<file path="src/hdl/h4sec_pkg.sv">
package h4sec_pkg;

   // Event framing
   localparam logic [7:0] INDICATOR_EVT    = 8'h04;
   localparam logic [7:0] EVT_CMD_COMPLETE = 8'h0e;
   localparam logic [7:0] EVT_CMD_STATUS   = 8'h0f;
   localparam logic [8:0] FRAME_HDR_LEN    = 9'd3;
   localparam int         FRAME_CNT_W      = 9;

   // Fixed reply layout
   localparam int         REPLY_FIXED_LEN  = 7;
   localparam logic [8:0] CC_MIN_LEN       = 9'd6;
   localparam logic [8:0] CS_LEN           = 9'd7;
   localparam logic [8:0] ENABLE_LEN       = 9'd9;

   // Version register
   localparam int         CFG_VERSION_BYTES = 6;
   localparam int         VERSION_W         = 8 * CFG_VERSION_BYTES;

   // Setup steps
   localparam logic [2:0] STEP_PSKEY  = 3'd0;
   localparam logic [2:0] STEP_RF     = 3'd1;
   localparam logic [2:0] STEP_ENABLE = 3'd2;
   localparam logic [2:0] STEP_RESET  = 3'd3;
   localparam logic [2:0] STEP_DONE   = 3'd4;

   // Error codes
   localparam logic [1:0] ERR_NONE   = 2'd0;
   localparam logic [1:0] ERR_PROTO  = 2'd1;
   localparam logic [1:0] ERR_REMOTE = 2'd2;

   // Opcodes
   localparam logic [15:0] OPC_PSKEY  = 16'hfca0;
   localparam logic [15:0] OPC_RF     = 16'hfca2;
   localparam logic [15:0] OPC_ENABLE = 16'hfca1;
   localparam logic [15:0] OPC_RESET  = 16'h0c03;

   typedef struct packed {
      logic                   bad_start;
      logic                   ended;
      logic [FRAME_CNT_W-1:0] len;
   } frame_stat_type;

   typedef struct packed {
      logic [1:0] err;
      logic       advance;
   } check_res_type;

   function automatic logic [15:0] step_opcode(input logic [1:0] idx);
      logic [15:0] opc;
      unique case (idx)
         STEP_PSKEY[1:0]:  opc = OPC_PSKEY;
         STEP_RF[1:0]:     opc = OPC_RF;
         STEP_ENABLE[1:0]: opc = OPC_ENABLE;
         STEP_RESET[1:0]:  opc = OPC_RESET;
         default:          opc = OPC_PSKEY;
      endcase
      return opc;
   endfunction

endpackage

</file>
<file path="src/hdl/h4sec_check.sv">
module h4sec_check #(
   parameter int VERSION_BYTES = 6,
   parameter int HDR_DEPTH     = 13,
   parameter int STORE_DEPTH   = 13
) (
   input  logic [STORE_DEPTH-1:0][7:0]               hdr,
   input  logic [h4sec_pkg::FRAME_CNT_W-1:0]         len,
   input  logic [2:0]                                step,
   input  logic                                      awaiting,
   input  logic [h4sec_pkg::VERSION_W-1:0]           expected_version,
   output h4sec_pkg::check_res_type                  res
);
   import h4sec_pkg::*;

   logic [VERSION_BYTES-1:0] ver_ok;
   logic                     is_cc, is_cs, len_bad, opc_match;
   logic [15:0]              opcode;
   logic [FRAME_CNT_W-1:0]   want_len;

   for (genvar g = 0; g < VERSION_BYTES; g++) begin : g_ver
      if (g < CFG_VERSION_BYTES) begin : g_cfg
         assign ver_ok[g] = (hdr[REPLY_FIXED_LEN + g] == expected_version[8*g +: 8]);
      end else begin : g_zero
         assign ver_ok[g] = (hdr[REPLY_FIXED_LEN + g] == 8'h00);
      end
   end

   always_comb begin
      is_cc     = (hdr[1] == EVT_CMD_COMPLETE);
      is_cs     = (hdr[1] == EVT_CMD_STATUS);
      len_bad   = is_cc ? (len < CC_MIN_LEN) : (len != CS_LEN);
      opcode    = is_cc ? {hdr[5], hdr[4]} : {hdr[6], hdr[5]};
      opc_match = awaiting && (step < STEP_DONE) && (opcode == step_opcode(step[1:0]));
      want_len  = (step == STEP_PSKEY) ? FRAME_CNT_W'(HDR_DEPTH) : FRAME_CNT_W'(REPLY_FIXED_LEN);

      res.err     = ERR_NONE;
      res.advance = 1'b0;
      priority if (!is_cc && !is_cs) begin
         res.err = ERR_NONE;
      end else if (len_bad) begin
         res.err = ERR_PROTO;
      end else if (!opc_match) begin
         res.err = ERR_NONE;
      end else if (is_cs) begin
         res.err = (hdr[3] != 8'h00) ? ERR_REMOTE : ERR_NONE;
      end else if (hdr[3] != 8'h01) begin
         res.err = ERR_PROTO;
      end else if (step == STEP_ENABLE) begin
         if (len != ENABLE_LEN || hdr[6] != 8'h01 || hdr[7] != 8'h00 || hdr[8] != 8'h01) begin
            res.err = ERR_PROTO;
         end else begin
            res.advance = 1'b1;
         end
      end else if (len != want_len) begin
         res.err = ERR_PROTO;
      end else if (hdr[6] != 8'h00) begin
         res.err = ERR_REMOTE;
      end else if ((step == STEP_PSKEY) && !(&ver_ok)) begin
         res.err = ERR_PROTO;
      end else begin
         res.advance = 1'b1;
      end
   end

endmodule

</file>
<file path="config.mk">
export PLATFORM = sky130hd
export DESIGN_NAME = h4sec_check
export DESIGN_NICKNAME = d
export VERILOG_FILES = /design/src/hdl/h4sec_pkg.sv /design/src/hdl/h4sec_check.sv
export SDC_FILE = /design/constraint.sdc
export NUM_CORES = 1
export LEC_CHECK = 0
export BUFFER_PORTS_ARGS = -buffer_cell sky130_fd_sc_hd__buf_2
export CORE_AREA = 2 2 65 67
export DETAILED_ROUTE_END_ITERATION = 10
export DIE_AREA = 0 0 67 69
export PLACE_DENSITY = 0.79
export SLEW_MARGIN = 5
export SYNTH_ARGS = -nofsm -noshare
export SYNTH_HDL_FRONTEND = slang
export SYNTH_SLANG_ARGS = --single-unit
</file>
<file path="constraint.sdc">
create_clock -name vclk -period 3.4
set_input_delay 0.17 -clock vclk [all_inputs]
set_output_delay 0.17 -clock vclk [all_outputs]
set_load 0.01 [all_outputs]
</file>
[Word level (Yosys, flattened, before mapping)]
Cells that the tools add are included.
Operators by class
  magnitude comparators: 2
  mux-type cells: 24
  reduce and logical (&&, ||, !) cells: 16
  eq/ne operators: 19
Operators by type and width (number)
  one-hot mux 16 bit (4 select lines): 1
  == test 8 bit: 6
  != test 8 x 1 -> 1 bit, second input constant: 3
  nonzero test 8 bit: 3
  == test 16 bit: 1
  == test 8 x 4 -> 1 bit, second input constant: 2
  2-to-1 mux 16 bit: 1
  2-to-1 mux 2 bit: 8
  2-to-1 mux 1 bit: 12
  < comparator 9 x 3 -> 1 bit, second input constant: 1
  != test 9 x 3 -> 1 bit, second input constant: 1
  != test 9 x 4 -> 1 bit: 1
  != test 9 x 4 -> 1 bit, second input constant: 1
  AND reduction 6 bit: 1
  == test 2 bit, second input constant: 2
  logical AND 1 bit: 4
  2-to-1 mux 4 bit: 1
  == test 3 x 2 -> 1 bit, second input constant: 1
  zero test 1 bit: 3
  zero test 3 bit: 1
  logical OR 1 bit: 3
  < comparator 3 bit, second input constant: 1
  2-to-1 mux 3 bit: 1
  == test 2 x 1 -> 1 bit, second input constant: 1
  zero test 2 bit: 1
Storage, ports and cells
  output and inout port bits: 3
  logic and storage cells: 61
  flip-flop bits (word level): 0

[Longest topological paths before layout]
  depth in word-level cells: 13
  depth in mapped cells: 7

[Worst setup path after synthesis]
Ideal clock, no wire load.
  path type: input port to output port
  start point: input port hdr[40] (netlist name)
  end point: output port res[2] (netlist name)
  arrival time: 2.055 ns
  data required time: 3.230 ns
  stages: 6
  setup slack: 1.175 ns
  path buffers: 0
  path through: or4b_1 or4b_1 a211oi_1 a21oi_1 a211oi_1 nor4bb_1
RTL lines
  start, declared: RTL line h4sec_check.sv:6  | input logic [STORE_DEPTH-1:0][7:0] hdr,
  end, declared: RTL line h4sec_check.sv:11  | output h4sec_pkg::check_res_type res

==> results by group <==
Drt
  – Detailed-route wire length: 4110 µm
  – Number of vias after detailed routing: 1744
  – Detailed-routing iteration count for the pre-antenna-repair pass: 4
  – Ratio of routed vias to standard cells: 4.91
  – DR iter-0 viols: 41
  – DRC Markers: 0
  – Final ANT Viol Nets: 0
  – Mean routed wirelength per cell: 11.6 µm

Layout
  – Number of flip-flops and latches: 0
  – Clock tree buffer count of the final layout: 0
  – Fraction of layout cells with a size suffix above 1: between 50% and 60%
  – Final layout net count: 472
  – ANT cells: 0
  – Area added between synthesis and finish: 70.6%
  – Most frequent cells in the layout: 152 x sky130_fd_sc_hd__buf_2, 48 x sky130_fd_sc_hd__xnor2_1, 17 x sky130_fd_sc_hd__nand4_1
  – Register area: 0 µm²
  – Leading cell type in the layout, fill and taps excluded: sky130_fd_sc_hd__buf_2
  – Post-layout instance area: 0.00195 mm²
  – Number of fill cells: 420
  – Final Util: 49.8%

Setup path
  – Cell breakdown of the critical path: buf_2, or4b_1, or4b_1, a211oi_1, a21oi_1, a211oi_1, nor4bb_1, buf_2
  – Cell family with most CP delay: simple AND/OR/NAND/NOR gates
  – Critical Path RT: 3230 ps
  – Critical path's largest stage delay: 520 ps
  – Worst path buffer plus inverter count: 2
  – Setup crit start kind: primary input
  – CP Max Fanout: 4
  – Data arrival time of the critical path: 2330 ps
  – Endpoint type of the worst setup path: output pin
  – Crit Path Class: primary input to output pin
  – Slowest stage cell on the critical path: sky130_fd_sc_hd__or4b_1

Global routing
  – Antenna violations before repair: 0
  – Number of global-route vias before repair: 1756
  – Overflow after GRT: 0
  – Largest net degree at the start of global routing: 9
  – Overall routing resource usage: between 10% and 20%
  – Global-route wire length before repair: 6690 µm

Timing
  – Setup total negative slack: 0 ps
  – Setup violations, final: 0
  – Share of the clock period used by the worst path: 73.4%
  – Upper clock frequency limit: 0.401 GHz
  – Number of hold violations in the final report: 0
  – Relative max-transition margin: about three fifths
  – Worst Hold Slack: 752 ps
  – Worst Max-Slew Pin Slew: 609 ps
  – Setup repair after global routing missed its margin: false
  – Final Slew Violations: 0
  – Tmin final: 2500 ps

Floorplan
  – Horizontal extent of the die: 67 µm
  – Placement Rows: 23
  – Initial core utilization: 29.2%
  – Area of the die: approximately 0.0046 mm²
  – Vert. Die Dim: 69 µm
  – I/O pins: between 150 and 200
  – Placeable core area: 0.00391 mm²

Pwr
  – Worst IR drop on VDD: 0.0620 mV
  – Static leakage power: between 0.8 and 0.9 nW
  – Pwr Density: 94.7 mW/mm²

Min path
  – Type of the most critical hold path: primary input to output pin

Placed design
  – Dpl hpwl: 3900 µm
  – Cell area after placement: ~0.0019 mm²
  – Port-buffer cells: 152
  – Routability-driven placement congestion ratio: 0.796

Logic synthesis
  – Post-synthesis net count: 320
  – Mapped Avg Cell Area: 7.37 µm²
  – Synthesis warning total: 0
  – Yosys top cell area share: 36.8%
  – Synth Cell Area: 0.00114 mm²
  – Synth top area cells: sky130_fd_sc_hd__xnor2_1 37%, sky130_fd_sc_hd__nand4_1 9.3%, sky130_fd_sc_hd__nor4_1 6.6%
  – Register area share after synthesis: 0%
  – Count of cell types in the netlist: 42
  – Instance count of the mapped netlist: between 150 and 200
  – Yosys top cell by area: sky130_fd_sc_hd__xnor2_1

Run
  – Max_cap viols: 0

Clock tree
  – Number of gates resized after cts: 0
  – Hold-fix buffers, CTS: 0
  – Count of buffers added by post-CTS timing repair for setup: 0

Outcome
  – Outcome: complete, no violations
==> area by class of cell <==
type                            instances  area [µm²]  share of cell area (%)
Tap cell                               50        62.6                    3.21
Inverter                                2        7.51                   0.385
Multi-Input combinational cell        151        1120                    57.4
Timing Repair Buffer                  152         761                    39.0
==> metal layers <==
| layer | share of wire (%) | routed length (µm) | vias up | track usage [%] |
|---|---|---|---|---|
| li1 | - | - | 907 | - |
| met1 | 37 | 1520 | 746 | 18.0 |
| met2 | 54 | 2220 | 83 | 35.9 |
| met3 | 7.8 | 321 | 8 | 0.979 |
| met4 | 1.5 | 62 | 0 | 2.95 |
| met5 | 0 | 0 | - | 0 |
==> power breakdown <==
group,leakage [nW],internal [mW],switching [mW]
Combinational,0.857,0.112,0.0725
Sequential,0,0,0
Clock,0,0,0
==> logic make-up (layout without fill, tap and decap cells) <==
group                     Yosys count  after routing  synth area share, %
AOI/OAI and AO/OA                  23             23                 15.0
xor gates and xnor gates           49             49                 37.6
buffers and inverters               4            154                 2.08
muxes                               1              1                0.876
and+or+nand+nor                    78             78                 44.5
==> stage by stage <==
| step | instances | total power, mW | setup WS [ps] |
|---|---|---|---|
| final | 355 | 0.185 | 905 |
| after global routing | 355 | 0.206 | 712 |
| after CTS | 355 | 0.187 | 913 |
| after detailed placement | 355 | 0.186 | 925 |
| after global placement | 355 | 0.183 | 920 |
| after floorplan | 155 | 0.0771 | 1180 |
==> synthesized netlist by cell type, drive strengths merged, types with 2 or more instances <==
| library cell | instances |
|---|---|
| xnor2 | 48 |
| nand4 | 17 |
| nor4 | 12 |
| nand2 | 8 |
| nor2 | 7 |
| a21oi | 5 |
| nor3 | 5 |
| o21ai | 4 |
| or2b | 4 |
| or4 | 4 |
| nor3b | 3 |
| nor4b | 3 |
| or4b | 3 |
| a211oi | 2 |
| a221oi | 2 |
| and2 | 2 |
| inv | 2 |
| nand3 | 2 |
| nor4bb | 2 |
| o21a | 2 |
==> worst min-delay path: stages <==
cell and delay, ps:
sky130_fd_sc_hd__buf_2 100, sky130_fd_sc_hd__o21bai_1 130, sky130_fd_sc_hd__nor4bb_1 50, sky130_fd_sc_hd__buf_2 130
==> worst paths after layout <==
check	startpoint	endpoint	slack, ps	cells past startpoint
setup / recovery	hdr[40]	res[2]	900	8
hold / removal	hdr[24]	res[2]	750	4
No activity file was read; power rests on OpenSTA's default activity.
